===== src/hdl/tcw_pkg.sv =====
// Package for the text console writer: beat types, command codes, FSM states
// and fixed constants. No dependencies.
`timescale 1ns / 1ps
`default_nettype none

package tcw_pkg;

  localparam int CELL_W = 16;

  localparam logic [7:0] NEWLINE_CODE = 8'd10;
  localparam logic [7:0] BLANK_CODE   = 8'h20;

  localparam logic [3:0] FG_RESET = 4'd7;
  localparam logic [3:0] BG_RESET = 4'd0;

  // Register select is byte address bit 2.
  localparam logic REG_FG = 1'b0;
  localparam logic REG_BG = 1'b1;

  typedef enum logic [1:0] {
    CMD_PUT   = 2'd0,
    CMD_CLEAR = 2'd1,
    CMD_READ  = 2'd2,
    CMD_NOP   = 2'd3
  } tcw_cmd_t;

  typedef struct packed {
    tcw_cmd_t    cmd;
    logic [7:0]  char_code;
    logic [10:0] cell_index;
  } tcw_in_t;

  typedef struct packed {
    logic [10:0]       cursor;
    logic [CELL_W-1:0] cell_value;
    logic              scrolled;
  } tcw_out_t;

  typedef enum logic [2:0] {
    ST_IDLE,
    ST_EXEC,
    ST_READ,
    ST_SCROLL,
    ST_FILL,
    ST_CLEAR,
    ST_RESULT
  } tcw_state_t;

endpackage

`default_nettype wire


===== src/hdl/tcw_ctrl.sv =====
// Command sequencer: cursor tracking, scroll copy, blank fill and clear sweeps
// over the screen memory. Depends on tcw_pkg and drives tcw_screen_ram ports.
`timescale 1ns / 1ps
`default_nettype none

module tcw_ctrl
  import tcw_pkg::*;
#(
  parameter int COLUMNS = 80,
  parameter int ROWS    = 25
) (
  input  wire logic              clk,
  input  wire logic              rst,
  input  wire logic              start,
  input  wire tcw_in_t           req,
  input  wire logic [7:0]        attr,
  output logic                   idle,
  output logic                   res_valid,
  input  wire logic              res_ready,
  output tcw_out_t               res,
  output logic                   ram_we,
  output logic [$clog2(COLUMNS*ROWS)-1:0] ram_waddr,
  output logic [CELL_W-1:0]      ram_wdata,
  output logic                   ram_re,
  output logic [$clog2(COLUMNS*ROWS)-1:0] ram_raddr,
  input  wire logic [CELL_W-1:0] ram_rdata
);

  localparam int CELLS      = COLUMNS * ROWS;
  localparam int AW         = $clog2(CELLS);
  localparam int PW         = $clog2(CELLS + 1);
  localparam int COLW       = $clog2(COLUMNS);
  localparam int SCROLL_CNT = COLUMNS * (ROWS - 1);

  localparam logic [AW-1:0]   COLS_A    = AW'(COLUMNS);
  localparam logic [AW-1:0]   LAST_BASE = AW'(SCROLL_CNT);
  localparam logic [AW-1:0]   LAST_CELL = AW'(CELLS - 1);
  localparam logic [PW-1:0]   COLS_P    = PW'(COLUMNS);
  localparam logic [PW-1:0]   SCROLL_END = PW'(SCROLL_CNT);
  localparam logic [PW-1:0]   SWEEP_END = PW'(CELLS - 1);
  localparam logic [COLW-1:0] LAST_COL  = COLW'(COLUMNS - 1);

  tcw_state_t        state, state_next;
  tcw_in_t           req_q, req_q_next;
  logic [AW-1:0]     cursor, cursor_next;
  logic [AW-1:0]     row_base, row_base_next;
  logic [COLW-1:0]   col, col_next;
  logic [PW-1:0]     ptr, ptr_next;
  logic [CELL_W-1:0] value_q, value_next;
  logic              scrolled_q, scrolled_next;

  logic [PW-1:0]     scroll_src;
  logic [PW-1:0]     ptr_prev;
  logic [31:0]       idx_ext;
  logic [31:0]       cursor_ext;
  logic [CELL_W-1:0] blank;

  assign scroll_src = ptr + COLS_P;
  assign ptr_prev   = ptr - PW'(1);
  assign idx_ext    = 32'(req_q.cell_index);
  assign cursor_ext = 32'(cursor);
  assign blank      = {attr, BLANK_CODE};

  always_ff @(posedge clk) begin
    if (rst) begin
      state    <= ST_IDLE;
      cursor   <= '0;
      row_base <= '0;
      col      <= '0;
      ptr      <= '0;
    end else begin
      state    <= state_next;
      cursor   <= cursor_next;
      row_base <= row_base_next;
      col      <= col_next;
      ptr      <= ptr_next;
    end
  end

  always_ff @(posedge clk) begin
    req_q      <= req_q_next;
    value_q    <= value_next;
    scrolled_q <= scrolled_next;
  end

  always_comb begin
    state_next    = state;
    req_q_next    = req_q;
    cursor_next   = cursor;
    row_base_next = row_base;
    col_next      = col;
    ptr_next      = ptr;
    value_next    = value_q;
    scrolled_next = scrolled_q;
    ram_we        = 1'b0;
    ram_waddr     = ptr[AW-1:0];
    ram_wdata     = blank;
    ram_re        = 1'b0;
    ram_raddr     = scroll_src[AW-1:0];
    idle          = 1'b0;
    res_valid     = 1'b0;

    unique case (state)
      ST_IDLE: begin
        idle = 1'b1;
        if (start) begin
          req_q_next    = req;
          value_next    = '0;
          scrolled_next = 1'b0;
          state_next    = ST_EXEC;
        end
      end

      ST_EXEC: begin
        unique case (req_q.cmd)
          CMD_PUT: begin
            if (req_q.char_code == NEWLINE_CODE) begin
              if (row_base == LAST_BASE) begin
                ptr_next   = '0;
                state_next = ST_SCROLL;
              end else begin
                row_base_next = row_base + COLS_A;
                cursor_next   = row_base + COLS_A;
                col_next      = '0;
                state_next    = ST_RESULT;
              end
            end else begin
              ram_we    = 1'b1;
              ram_waddr = cursor;
              ram_wdata = {attr, req_q.char_code};
              if (cursor == LAST_CELL) begin
                ptr_next   = '0;
                state_next = ST_SCROLL;
              end else begin
                cursor_next = cursor + AW'(1);
                if (col == LAST_COL) begin
                  col_next      = '0;
                  row_base_next = row_base + COLS_A;
                end else begin
                  col_next = col + COLW'(1);
                end
                state_next = ST_RESULT;
              end
            end
          end
          CMD_CLEAR: begin
            ptr_next   = '0;
            state_next = ST_CLEAR;
          end
          CMD_READ: begin
            if (idx_ext < 32'(CELLS)) begin
              ram_re     = 1'b1;
              ram_raddr  = idx_ext[AW-1:0];
              state_next = ST_READ;
            end else begin
              state_next = ST_RESULT;
            end
          end
          CMD_NOP: begin
            state_next = ST_RESULT;
          end
        endcase
      end

      ST_READ: begin
        value_next = ram_rdata;
        state_next = ST_RESULT;
      end

      // Each cycle reads the cell one row below ptr and writes the cell read
      // in the previous cycle one row up.
      ST_SCROLL: begin
        if (ptr != SCROLL_END) begin
          ram_re = 1'b1;
        end
        if (ptr != '0) begin
          ram_we    = 1'b1;
          ram_waddr = ptr_prev[AW-1:0];
          ram_wdata = ram_rdata;
        end
        if (ptr == SCROLL_END) begin
          state_next = ST_FILL;
        end else begin
          ptr_next = ptr + PW'(1);
        end
      end

      ST_FILL: begin
        ram_we = 1'b1;
        if (ptr == SWEEP_END) begin
          cursor_next   = LAST_BASE;
          row_base_next = LAST_BASE;
          col_next      = '0;
          scrolled_next = 1'b1;
          state_next    = ST_RESULT;
        end else begin
          ptr_next = ptr + PW'(1);
        end
      end

      ST_CLEAR: begin
        ram_we = 1'b1;
        if (ptr == SWEEP_END) begin
          cursor_next   = '0;
          row_base_next = '0;
          col_next      = '0;
          state_next    = ST_RESULT;
        end else begin
          ptr_next = ptr + PW'(1);
        end
      end

      ST_RESULT: begin
        res_valid = 1'b1;
        if (res_ready) begin
          state_next = ST_IDLE;
        end
      end

      default: begin
        state_next = ST_IDLE;
      end
    endcase
  end

  assign res.cursor     = cursor_ext[10:0];
  assign res.cell_value = value_q;
  assign res.scrolled   = scrolled_q;

endmodule

`default_nettype wire


===== config.mk =====
export PLATFORM = sky130hd
export DESIGN_NAME = tcw_ctrl
export DESIGN_NICKNAME = d
export VERILOG_FILES = /design/src/hdl/tcw_pkg.sv /design/src/hdl/tcw_ctrl.sv
export SDC_FILE = /design/constraint.sdc
export NUM_CORES = 1
export LEC_CHECK = 0
export ABC_AREA = 1
export BUFFER_PORTS_ARGS = -buffer_cell sky130_fd_sc_hd__buf_2
export CORE_MARGIN = 5
export CORE_UTILIZATION = 55
export DETAILED_ROUTE_END_ITERATION = 10
export PLACE_DENSITY = 0.77
export RECOVER_POWER = 25
export SYNTH_ARGS = -nofsm -noshare
export SYNTH_HDL_FRONTEND = slang
export SYNTH_SLANG_ARGS = --single-unit

===== constraint.sdc =====
create_clock -name clk -period 3.48 [get_ports clk]
set_input_delay 0.696 -clock clk [delete_from_list [all_inputs] [get_ports clk]]
set_output_delay 0.696 -clock clk [all_outputs]
set_load 0.02 [all_outputs]

; ---- Yosys cells after proc, flatten, opt, wreduce, memory -nomap -nowiden
; Cells that the tools add are included.
[word_totals]
ff_bits = 81
inputBits = 49
output_inout_bits = 70
elab_cells = 127
[classes]
n_addsub = 6
order_cmp = 1
n_mux = 62
n_eq_ne = 31
n_reduce_logical = 17
[op_table]
columns = op, count
row1 = two-way mux 11 bit, 21
row2 = case mux 11 bit (3 select lines), 3
row3 = case mux 16 bit (2 select lines), 2
row4 = "== test 11 bit, second input constant", 4
row5 = case mux 11 bit (2 select lines), 2
row6 = two-way mux 7 bit, 6
row7 = two-way mux 16 bit, 2
row8 = two-way mux 3 bit, 8
row9 = "adder 11 x 1 -> 11 bit, second input constant", 2
row10 = "adder 11 x 7 -> 11 bit, second input constant", 2
row11 = case mux 3 bit (6 select lines), 1
row12 = two-way mux 8 bit, 2
row13 = "inequality test 2 bit, second input constant", 7
row14 = case mux 7 bit (2 select lines), 1
row15 = case mux 3 bit (4 select lines), 1
row16 = AND reduction 6 bit, 2
row17 = "less-than comparator 11 bit, second input constant", 1
row18 = "inequality test 11 bit, second input constant", 1
row19 = nonzero test 11 bit, 1
row20 = "subtractor 11 x 1 -> 11 bit, second input constant", 1
row21 = two-way mux 1 bit, 10
row22 = "== test 3 bit, second input constant", 3
row23 = "inequality test 3 bit, second input constant", 3
row24 = "== test 8 x 4 -> 1 bit, second input constant", 1
row25 = other kinds (21), 30

; ---- Longest topological paths before layout
; Gate-level depths: netlist of run 1.
[depth]
ltp_word = 6
mapped_depth = 12
ltp_nobuf = 12

; ---- Worst setup path before layout of run 1
; Ideal clock, no wire load.
[synth_timing]
path_kind = register -> output
start = register ptr[0]
end = output ram_wdata[12]
required_time_ns = 2.784
t_arrival_ns = 1.914
path_stages_with_launch = 10
path_buffers = 2
path_slack_ns = 0.870
path_cell_list = dfxtp_1 > clkinv_1 > ha_1 > nand2_1 > inv_1 > nand4_1 > nand2_1 > buf_2 > buf_2 > o21ai_0
[synth_via]
elab_chain_len = 3
[synth_lines]
columns = item, line_no
row1 = from (decl), tcw_ctrl.sv:48  ; logic [PW-1:0] ptr, ptr_next;
row2 = from (signal assigned), tcw_ctrl.sv:76  ; ptr <= ptr_next;
row3 = nonzero test 11 bit, tcw_ctrl.sv:176  ; if (ptr != '0) begin
row4 = two-way mux 16 bit, tcw_ctrl.sv:176
row5 = case mux 16 bit (2 select lines), tcw_ctrl.sv:103  ; unique case (state)
row6 = to (decl), tcw_ctrl.sv:23  ; output logic [CELL_W-1:0] ram_wdata,
; Every way passes these cells.

; ---- Worst setup path in the final report of run 1
[layout_timing]
start = register ptr[0]
end = output ram_waddr[6]
[layout_via]
elab_chain_len = 3
elab_cells_between_ends = 4
cone_classes = add/sub: 1 / mux: 2 / reduce/logical: 1
[layout_lines]
columns = item, line_no
row1 = subtractor 11 x 1 -> 11 bit / nonzero test 11 bit (equally long branches), "tcw_ctrl.sv:59, tcw_ctrl.sv:176"
row2 = two-way mux 11 bit (*), tcw_ctrl.sv:176
row3 = case mux 11 bit (2 select lines) (*), tcw_ctrl.sv:103
row4 = to (decl), tcw_ctrl.sv:22  ; output logic [$clog2(COLUMNS*ROWS)-1:0] ram_waddr,
; Every way passes the cells marked *; elsewhere a longest branch is shown, timed or not.

==> results of run 1 <==
-- power groups by stage --
stage | Combinational (mW) | Clock, mW | Sequential, mW
after floorplan | 1.39 | 0 | 1.53
after global placement | 2.06 | 0 | 1.41
after detailed placement | 2.09 | 0 | 1.42
after CTS | 2.10 | 0.739 | 1.40
after global routing | 2.32 | 0.787 | 1.44
final | 2.10 | 0.733 | 1.41
-- worst max-delay path by stage --
stage / startpoint / end / slack, ps / cells after the start
after global placement: ptr[0] / ram_waddr[6] / 810 / 11
after CTS: ptr[0] / ram_wdata[10] / 330 / 9
after detailed placement: ptr[0] / ram_wdata[10] / 730 / 9
after floorplan: ptr[0] / ram_wdata[12] / 870 / 9
final: ptr[0] / ram_waddr[6] / 280 / 11
after global routing: ptr[0] / ram_waddr[6] / 9 / 11
-- metal layers --
layer,up-vias,wire length (µm),share of wire
met2,231,7610,0.48
li1,2641,-,-
met3,40,1100,0.070
met4,0,530,0.034
met5,-,0,0
met1,2424,6490,0.41
-- cell type report --
cell class	instances	share of cell area
clock inverters	7	0.0136
clock buffers	9	0.0211
flip-flops and latches	77	0.327
repair buffers	122	0.102
multi-input cells	536	0.447
inverters	102	0.0652
well taps	111	0.0236
-- critical path: stages, from the launching register on --
cell,delay [ps]
dfxtp_1,360
clkinv_1,230
ha_1,310
nand2_1,140
inv_1,90
nand4_1,120
nand2_1,190
nand2_1,240
o21ai_0,110
nand2_1,70
nand3_1,100
buf_2,180
-- logic make-up after synthesis --
| group | after synthesis |
|---|---|
| multiplexers | 2 |
| adder cells (fa/ha/maj) | 9 |
| buffers and inverters | 128 |
| AND/OR/NAND/NOR | 408 |
| AO/OA/AOI/OAI | 102 |
| flip-flops | 77 |
| XOR/XNOR | 15 |
-- state kept, by name (all words and copies together), names as in the netlist --
| register | flops |
|---|---|
| row_base | 7 |
| ptr | 11 |
| req_q | 10 |
| idx_ext | 11 |
| scrolled_q | 1 |
| cursor | 11 |
| col | 7 |
| state | 3 |
| value_q | 16 |
-- through the flow --
stage	total power [mW]	instance area (µm²)	setup slack (ps)
finish	4.24	5870	278
global route	4.55	5870	8.92
CTS	4.24	5900	327
detailed placement	3.51	5690	733
global placement	3.47	5690	805
floorplan	2.92	5080	870
-- cell usage after synthesis, drive strengths merged (2+ instances only) --
cell	count	area (µm²)
o221ai	2	17.5
nor3	6	35.0
nand3	64	358
o211ai	3	22.5
o22ai	7	43.8
dfxtp	39	781
a22oi	2	15.0
edfxtp	38	1140
xor2	14	123
ha	9	113
clkbuf	6	22.5
nor2	126	537
clkinv	2	7.51
inv	100	375
buf	20	121
a31oi	2	12.5
nand4	23	144
mux2	2	22.5
nand2	183	702
and3	2	12.5
a21oi	41	205
o21ai	43	215
==> metrics.md, run 1 <==
| Metric | Value |
|---|---|
| Post_cts resized | `0` |
| Die area | `11300 µm²` |
| Hold-fix buffer count after cts | `0` |
| Syn Nets | `799` |
| Worst hold endpoint | `idx_ext[4]` |
| Clock sink count | `77` |
| Fraction of layout cells with a size suffix above 1 | `0.178` |
| WL/cell | `16.3 µm` |
| Tmin final | `3200 ps` |
| CTS clk-pin slew, worst paths | `90 ps` |
| Cell Int Power | `2.16 mW` |
| Congestion Overflow GR | `0` |
| CTS buffer count | `9` |
| ANT cells | `0` |
| Worst slew pin tran | `789 ps` |
| Via count | `5336` |
| Largest net degree at the start of global routing | `26` |
| Switching power | `2.08 mW` |
| Antenna-violating nets left | `0` |
| Routed wire length | `15.7 mm` |
| Sum Neg Setup Slack | `0 ps` |
| Initial antenna violation count | `0` |
| Post-synth cell types | `41` |
| FF-to-FF End | `state[2]` |
| Worst-Skew Late Latency | `370 ps` |
| GR Util met3 | `0.0601` |
| CP arrival | `2510 ps` |
| Placed cell count | `948` |
| RSZ-0062 raised after global routing | `false` |
| FFs w/ async S/R, synth | `0` |
| Total Routing Usage GR | `0.282` |
| Mux cell area share after synthesis | `0.00443` |
| Clk_skew | `10.6 ps` |
| Syn Inst Count | `741` |
| Combinational Power Share | `0.495` |
| Post-DP HPWL | `11.9 mm` |
| Max-Cap Viols | `0` |
| Gr busiest metal | `met2` |
| Synthesized flop and latch total | `77` |
| Register Area | `1920 µm²` |
| FMAX | `312 MHz` |
| Site Rows | `35` |
| Detailed-router iteration count before antenna repair | `6` |
| Die width | `106 µm` |
| Rel. slew slack | `0.472` |
| Final Wtd Congestion | `1.00` |
| Initial core utilization | `0.558` |
| Hold Crit Class | `in -> reg` |
| Sequential share of the synthesized area | `0.378` |
| Hold_ws | `498 ps` |
| R2R cell count | `9` |
| CTS H-tree lvls | `3` |
| Root Buffer | `clkbuf_8` |
| Layout area overhead | `15.6%` |
| Synth Area in Adders | `0.0222` |
| First-pass GRT wire length | `25.2 mm` |
| Nets@finish | `906` |
| DIE HEIGHT | `106 µm` |
| Most common cell after layout, fill and taps aside | `nand2_1` |
| Commonest non-fill, non-tap cells in the layout | `nand2_1 (178), nor2_1 (116), buf_2 (100), inv_1 (91), nand3_1 (58)` |
| Simple-gate share of the synthesized area | `0.357` |
| Via density per instance | `5.54` |
| Core Util, Final | `0.645` |
| Fraction of synthesized cell area in xor and xnor cells | `0.0259` |
| Clock network fraction of total power | `0.173` |
| GR Layer Usage met2 | `0.479` |
| Top FF cell, synth | `dfxtp_1` |
| Status | `finished clean` |
| Slew Limit Fails | `0` |
| Fillers | `852` |
| CP required | `2780 ps` |
| CTS tree | `yes` |
| Peak VDD IR | `0.604 mV` |
| Hold path startpoint | `req[4]` |
| Residual DRC count | `0` |
| P_leak | `2.79 nW` |
| Cell Count, Final, Fillers Out | `964` |
| Number of global-route vias before repair | `5144` |
| Port bufs | `118` |
| Core area | `9110 µm²` |
| Compound-Gate Fraction of Synth Area | `0.108` |
| Worst reg2reg setup slack | `1000 ps` |
| WS Path Type | `reg -> out` |
| # setup viols final | `0` |
| Sw Ratio | `0.490` |
| Yosys warnings | `0` |
| Crit share post-route | `0.920` |
| Hold Vio Cnt, Final | `0` |
| Hold depth | `1` |
| M1 GR Usage | `0.343` |
| Post-CTS Setup Bufs | `0` |
| Cell Area, Synth | `5080 µm²` |
| Multi-input gate area | `2630 µm²` |
| R2r startpoint | `state[1]` |
| Syn avg cell area | `6.85 µm²` |
| Reg power frac | `0.332` |
| Worst-path fanout max | `8` |
| Largest family of logic cells by synthesized area | `simple AND/OR/NAND/NOR gates` |
| Longest Clk Path Bufs | `2` |
| Cell Pwr Density | `722 nW/µm²` |
| Startpoint Class | `flip-flop` |
| Crit path capture type | `primary output` |
| IO Count | `119` |
| Number of synthesized flops with an enable pin | `38` |
| Initial DRC Count | `397` |
(Power assumes the default switching activity.)
==> inputs of run 2 (changes only) <==
--- a/config.mk
+++ b/config.mk
@@ -10,7 +10,7 @@
 export CORE_MARGIN = 5
 export CORE_UTILIZATION = 55
 export DETAILED_ROUTE_END_ITERATION = 10
-export PLACE_DENSITY = 0.77
+export PLACE_DENSITY = 0.89
 export RECOVER_POWER = 25
 export SYNTH_ARGS = -nofsm -noshare
 export SYNTH_HDL_FRONTEND = slang
==> constraint.sdc (replaced) <==
create_clock -name clk -period 3.35 [get_ports clk]
set_input_delay 0.67 -clock clk [delete_from_list [all_inputs] [get_ports clk]]
set_output_delay 0.67 -clock clk [all_outputs]
set_load 0.02 [all_outputs]
==> run 2 against run 1 <==
Clock power down 10%. Clock skew down 3.1 ps. Core utilization down 0.082 points. Hold slack worse by 12 ps.
==> metrics.md, run 2 (synthesized netlist as in run 1, its figures left out) <==
| Metric | Value |
|---|---|
| Status | `finished clean (unchanged)` |
| Nets@finish | `908 (was 906)` |
| DIE HEIGHT | `106 µm (unchanged)` |
| CTS buffer count | `9 (unchanged)` |
| Slew Limit Fails | `0 (unchanged)` |
| RSZ-0062 raised after global routing | `false (unchanged)` |
| Core area | `9110 µm² (unchanged)` |
| GR Layer Usage met2 | `0.464 (was 0.479)` |
| Clock sink count | `77 (unchanged)` |
| M1 GR Usage | `0.324 (was 0.343)` |
| Max-Cap Viols | `0 (unchanged)` |
| Crit share post-route | `0.919` |
| Via density per instance | `5.63 (was 5.54)` |
| Site Rows | `35 (unchanged)` |
| Sum Neg Setup Slack | `0 ps (unchanged)` |
| Initial DRC Count | `407 (was 397)` |
| Die area | `11300 µm² (unchanged)` |
| Initial core utilization | `0.558 (unchanged)` |
| Commonest non-fill, non-tap cells in the layout | `nand2_1 (178), nor2_1 (115), buf_2 (93), inv_1 (91), nand3_1 (58) (was nand2_1 (178), nor2_1 (116), buf_2 (100), inv_1 (91), nand3_1 (58))` |
| Die width | `106 µm (unchanged)` |
| Peak VDD IR | `0.398 mV (was 0.604 mV)` |
| Tmin final | `3080 ps` |
| Hold Vio Cnt, Final | `0 (unchanged)` |
| Clk_skew | `7.50 ps (was 10.6 ps)` |
| FMAX | `325 MHz` |
| Longest Clk Path Bufs | `2 (unchanged)` |
| # setup viols final | `0 (unchanged)` |
| Via count | `5435 (was 5336)` |
| CP arrival | `2410 ps (was 2510 ps)` |
| P_leak | `2.76 nW (was 2.79 nW)` |
| CTS clk-pin slew, worst paths | `80 ps (was 90 ps)` |
| Fraction of layout cells with a size suffix above 1 | `0.172 (was 0.178)` |
| Most common cell after layout, fill and taps aside | `nand2_1 (unchanged)` |
| Largest reg by FF count | `value_q (unchanged)` |
| Total Routing Usage GR | `0.270 (was 0.282)` |
| Residual DRC count | `0 (unchanged)` |
| IO Count | `119 (unchanged)` |
| Root Buffer | `clkbuf_8 (unchanged)` |
| Routed wire length | `15.2 mm (was 15.7 mm)` |
| Port bufs | `118 (unchanged)` |
| Startpoint Class | `flip-flop (unchanged)` |
| Antenna-violating nets left | `0 (unchanged)` |
| Post-CTS Setup Bufs | `0 (unchanged)` |
| WL/cell | `15.7 µm (was 16.3 µm)` |
| Cell Pwr Density | `734 nW/µm² (was 722 nW/µm²)` |
| Worst reg2reg setup slack | `790 ps (was 1000 ps)` |
| Rel. slew slack | `0.287 (was 0.472)` |
| Largest net degree at the start of global routing | `28 (was 26)` |
| Number of global-route vias before repair | `5167 (was 5144)` |
| Worst-path fanout max | `27 (was 8)` |
| WS Path Type | `reg -> out (unchanged)` |
| Crit path capture type | `primary output (unchanged)` |
| Gr busiest metal | `met2 (unchanged)` |
| Worst-Skew Late Latency | `350 ps (was 370 ps)` |
| CTS tree | `yes (unchanged)` |
| Post-DP HPWL | `11.4 mm (was 11.9 mm)` |
| CTS H-tree lvls | `3 (unchanged)` |
| Fillers | `835 (was 852)` |
| CP required | `2680 ps (was 2780 ps)` |
| Hold Crit Class | `in -> reg (unchanged)` |
| First-pass GRT wire length | `24.4 mm (was 25.2 mm)` |
| Initial antenna violation count | `0 (unchanged)` |
| Worst slew pin tran | `1070 ps (was 789 ps)` |
| Detailed-router iteration count before antenna repair | `6 (unchanged)` |
| Largest register FFs | `16 (unchanged)` |
| Final Wtd Congestion | `1.03 (was 1.00)` |
| GR Util met3 | `0.0540 (was 0.0601)` |
| Layout area overhead | `15.5% (was 15.6%)` |
| ANT cells | `0 (unchanged)` |
| Tot Pwr | `4.31 mW (was 4.24 mW)` |
| Congestion Overflow GR | `0 (unchanged)` |
-- run 2: final timing paths --
check | end | startpoint | depth (start not counted)
setup / recovery | ram_waddr[10] | ptr[0] | 11
hold / removal | idx_ext[5] | req[5] | 1
setup reg to reg | state[2] | state[1] | 9
hold reg to reg | col[6] | col[6] | 2
-- run 2: power by group --
part / internal [mW] / switching (mW)
registers: 1.29 / 0.183
logic: 0.594 / 1.58
clock network: 0.311 / 0.347
-- run 2: cell type report --
cell class | instances | area (µm²) | share of cell area
multi-input combinational | 536 | 2630 | 0.448
sequential | 77 | 1920 | 0.328
timing repair buffer | 124 | 608 | 0.104
clock inverter | 3 | 21.3 | 0.00363
clock buffer | 13 | 159 | 0.0271
inverter | 102 | 387 | 0.0659
tap | 111 | 139 | 0.0237
-- run 2: worst max-delay path: stages (launching register included) --
cell and delay [ps]:
dfxtp_1 410, clkinvlp_4 190, ha_1 270, nand2_1 130, inv_1 90, nand4_1 120
nand2_1 140, buf_6 200, a21oi_1 130, o21ai_0 90, nand2_1 110, buf_2 170
-- run 2: stage by stage --
step	setup WS (ps)	hold slack, ps	cells	util	cell area, µm²
6_report	272	486	966	0.644	5870
5_1_grt	34.3	471	966	0.644	5870
4_1_cts	251	481	966	0.647	5890
3_5_place_dp	643	488	950	0.627	5710
3_3_place_gp	770	482	950	0.627	5710
2_1_floorplan	766	461	741	-	5080
-- run 2: per-layer routing --
layer,share of wire,vias up
met5,0,-
met4,0.041,0
met3,0.087,63
met2,0.48,294
met1,0.39,2449
li1,-,2629
-- run 2: timing repair --
action / 4_1_cts / 5_1_grt
hold buffers: 0 / 0
endpoints found under the setup margin: 0 / 1
gates resized for setup: 0 / 2
==> inputs of run 3 (changes only) <==
--- a/config.mk
+++ b/config.mk
@@ -8,9 +8,9 @@
 export ABC_AREA = 1
 export BUFFER_PORTS_ARGS = -buffer_cell sky130_fd_sc_hd__buf_2
 export CORE_MARGIN = 5
-export CORE_UTILIZATION = 55
+export CORE_UTILIZATION = 40
 export DETAILED_ROUTE_END_ITERATION = 10
-export PLACE_DENSITY = 0.89
+export PLACE_DENSITY = 0.7
 export RECOVER_POWER = 25
 export SYNTH_ARGS = -nofsm -noshare
 export SYNTH_HDL_FRONTEND = slang
==> run 3 against run 2 <==
Clock-buffer cell count is 4 lower. Clock skew decreased by 2.0 ps. Largest power group unchanged. Sequential power hardly changed. Global-route usage fell by 5.7 points. Sequential cell count stayed put.
==> metrics.md, run 3 (synthesized netlist as in run 1, its figures left out) <==
| Metric | Value |
|---|---|
| Max-Cap Viols | `0 (unchanged)` |
| # setup viols final | `0 (unchanged)` |
| Most common cell after layout, fill and taps aside | `nand2_1 (unchanged)` |
| Gr busiest metal | `met2 (unchanged)` |
| Core Util, Final | `0.487 (was 0.644)` |
| Post-CTS Setup Bufs | `0 (unchanged)` |
| Post-DP HPWL | `12.0 mm (was 11.4 mm)` |
| FF-to-FF End | `ptr[4] (was state[2])` |
| Via density per instance | `5.06 (was 5.63)` |
| Cell with the largest stage delay on the worst path | `nand3_1 (was dfxtp_1)` |
| CTS H-tree lvls | `3 (unchanged)` |
| Clock sink count | `77 (unchanged)` |
| ANT cells | `0 (unchanged)` |
| IO Count | `119 (unchanged)` |
| Worst-Skew Late Latency | `350 ps (about the same)` |
| Layout area overhead | `20.1% (was 15.5%)` |
| Status | `finished clean (unchanged)` |
| Crit-path cells | `nand3_4 -> inv_2 -> nand3_1 -> nor2_1 -> a21oi_1 -> buf_2 (was clkinvlp_4 -> ha_1 -> nand2_1 -> inv_1 -> nand4_1 -> nand2_1 -> buf_6 -> a21oi_1 -> o21ai_0 -> nand2_1 -> buf_2)` |
| Fraction of layout cells with a size suffix above 1 | `0.184 (was 0.172)` |
| Peak VDD IR | `0.300 mV (was 0.398 mV)` |
| Slew Limit Fails | `0 (unchanged)` |
| Buf/Inv on CP | `2 (was 4)` |
| Initial core utilization | `0.406 (was 0.558)` |
| R2R cell count | `9 (unchanged)` |
| CTS buffer count | `9 (unchanged)` |
| CP delay by family, top | `simple AND/OR/NAND/NOR gates (was buffers and inverters)` |
| Via count | `5212 (was 5435)` |
| Hold depth | `1 (unchanged)` |
| Worst reg2reg setup slack | `960 ps (was 790 ps)` |
| Post_cts resized | `0 (unchanged)` |
| Hold path startpoint | `req[3] (was req[5])` |
| Root Buffer | `clkbuf_16 (was clkbuf_8)` |
| Residual DRC count | `0 (unchanged)` |
| Final WS setup | `170 ps (was 272 ps)` |
| Cell Pwr Density | `771 nW/µm² (was 734 nW/µm²)` |
| DIE HEIGHT | `123 µm (was 106 µm)` |
| Detailed-router iteration count before antenna repair | `5 (was 6)` |
| CTS clk-pin slew, worst paths | `70 ps (was 80 ps)` |
| Post-DP Area | `5810 µm² (was 5710 µm²)` |
| Initial antenna violation count | `0 (unchanged)` |
| M1 GR Usage | `0.273 (was 0.324)` |
| Worst slew pin tran | `785 ps (was 1070 ps)` |
| Final Wtd Congestion | `1.02 (was 1.03)` |
| GR Util met3 | `0.0410 (was 0.0540)` |
| R2r startpoint | `ptr[4] (was state[1])` |
| Clk_skew | `5.48 ps (was 7.50 ps)` |
| Nets@finish | `911 (was 908)` |
| Worst hold endpoint | `idx_ext[3] (was idx_ext[5])` |
| First-pass GRT wire length | `24.9 mm (was 24.4 mm)` |
| Max incr delay on CP | `580 ps (was 410 ps)` |
| WL/cell | `15.2 µm (was 15.7 µm)` |
| Commonest non-fill, non-tap cells in the layout | `nand2_1 (178), nor2_1 (116), buf_2 (101), inv_1 (91), nand3_1 (58) (was nand2_1 (178), nor2_1 (115), buf_2 (93), inv_1 (91), nand3_1 (58))` |
| Routed wire length | `15.7 mm (was 15.2 mm)` |
| Core area | `12500 µm² (was 9110 µm²)` |
| Sum Neg Setup Slack | `0 ps (unchanged)` |
| Port bufs | `118 (unchanged)` |
| Tmin final | `3180 ps (was 3080 ps)` |
| CTS tree | `yes (unchanged)` |
| Longest Clk Path Bufs | `2 (unchanged)` |
| Total Routing Usage GR | `0.213 (was 0.270)` |
| Hold Crit Class | `in -> reg (unchanged)` |
| Initial DRC Count | `520 (was 407)` |
| Largest reg by FF count | `value_q (unchanged)` |
| GR Layer Usage met2 | `0.361 (was 0.464)` |
| Design Area, Final | `6100 µm² (was 5870 µm²)` |
| Largest net degree at the start of global routing | `27 (was 28)` |
| Site Rows | `41 (was 35)` |
| CP required | `2680 ps (about the same)` |
| P_leak | `2.88 nW (was 2.76 nW)` |
| Hold-fix buffer count after cts | `0 (unchanged)` |
| RSZ-0062 raised after global routing | `false (unchanged)` |
| Number of global-route vias before repair | `4779 (was 5167)` |
| WS Path Type | `reg -> out (unchanged)` |
| Largest register FFs | `16 (unchanged)` |
| Worst-path fanout max | `21 (was 27)` |
| Startpoint Class | `flip-flop (unchanged)` |
| Rel. slew slack | `0.475 (was 0.287)` |
| Hold Vio Cnt, Final | `0 (unchanged)` |
| CP arrival | `2510 ps (was 2410 ps)` |
| Crit share post-route | `0.949 (was 0.919)` |
| Hold_ws | `489 ps (was 486 ps)` |
| Die width | `123 µm (was 106 µm)` |
| Crit path capture type | `primary output (unchanged)` |
| Die area | `15100 µm² (was 11300 µm²)` |
| FMAX | `314 MHz (was 325 MHz)` |
| Dpl ws | `568 ps (was 643 ps)` |
| Antenna-violating nets left | `0 (unchanged)` |
| Congestion Overflow GR | `0 (unchanged)` |
## run 3: changes by cell type in the layout (fill, tap and decap cells not counted), moves of 3 or more
cell and change:
clkbuf_8 -11, clkbuf_16 +9, buf_2 +8, inv_6 +3, clkbuf_1 -10, buf_4 +4
## run 3: power by group
group          internal, mW  switching (mW)
logic                 0.619            1.57
clock network         0.597           0.446
registers              1.29           0.179
total                  2.51            2.19
## run 3: how the worst max path moves through the flow
| stage | to | startpoint | depth (start not counted) | slack [ps] |
|---|---|---|---|---|
| after detailed placement | ram_raddr[1] | state[0] | 6 | 570 |
| after global routing | ram_raddr[1] | state[2] | 7 | 20 |
| after CTS | ram_raddr[1] | state[0] | 6 | 190 |
| after global placement | ram_raddr[1] | state[0] | 6 | 570 |
| final | ram_raddr[1] | state[0] | 6 | 170 |
| after floorplan | ram_wdata[12] | ptr[0] | 9 | 770 |
## run 3: layout make-up
type | instances | area [µm²]
well taps | 172 | 215
inverters | 102 | 383
fillers | 1316 | 6420
repair buffers | 127 | 637
clock inverters | 7 | 87.6
multi-input cells | 536 | 2630
flip-flops and latches | 77 | 1920
clock buffers | 9 | 225
## run 3: layer usage
layer	part of all wire	vias up
met5	0	-
met4	0.020	0
met3	0.050	29
met2	0.49	126
met1	0.44	2420
li1	-	2637
## run 3: per-stage QoR
| step | cells | power, mW |
|---|---|---|
| floorplan | 741 | 3.04 |
| global placement | 1014 | 3.69 |
| global route | 1030 | 5.03 |
| CTS | 1030 | 4.74 |
| finish | 1030 | 4.70 |
| detailed placement | 1014 | 3.68 |
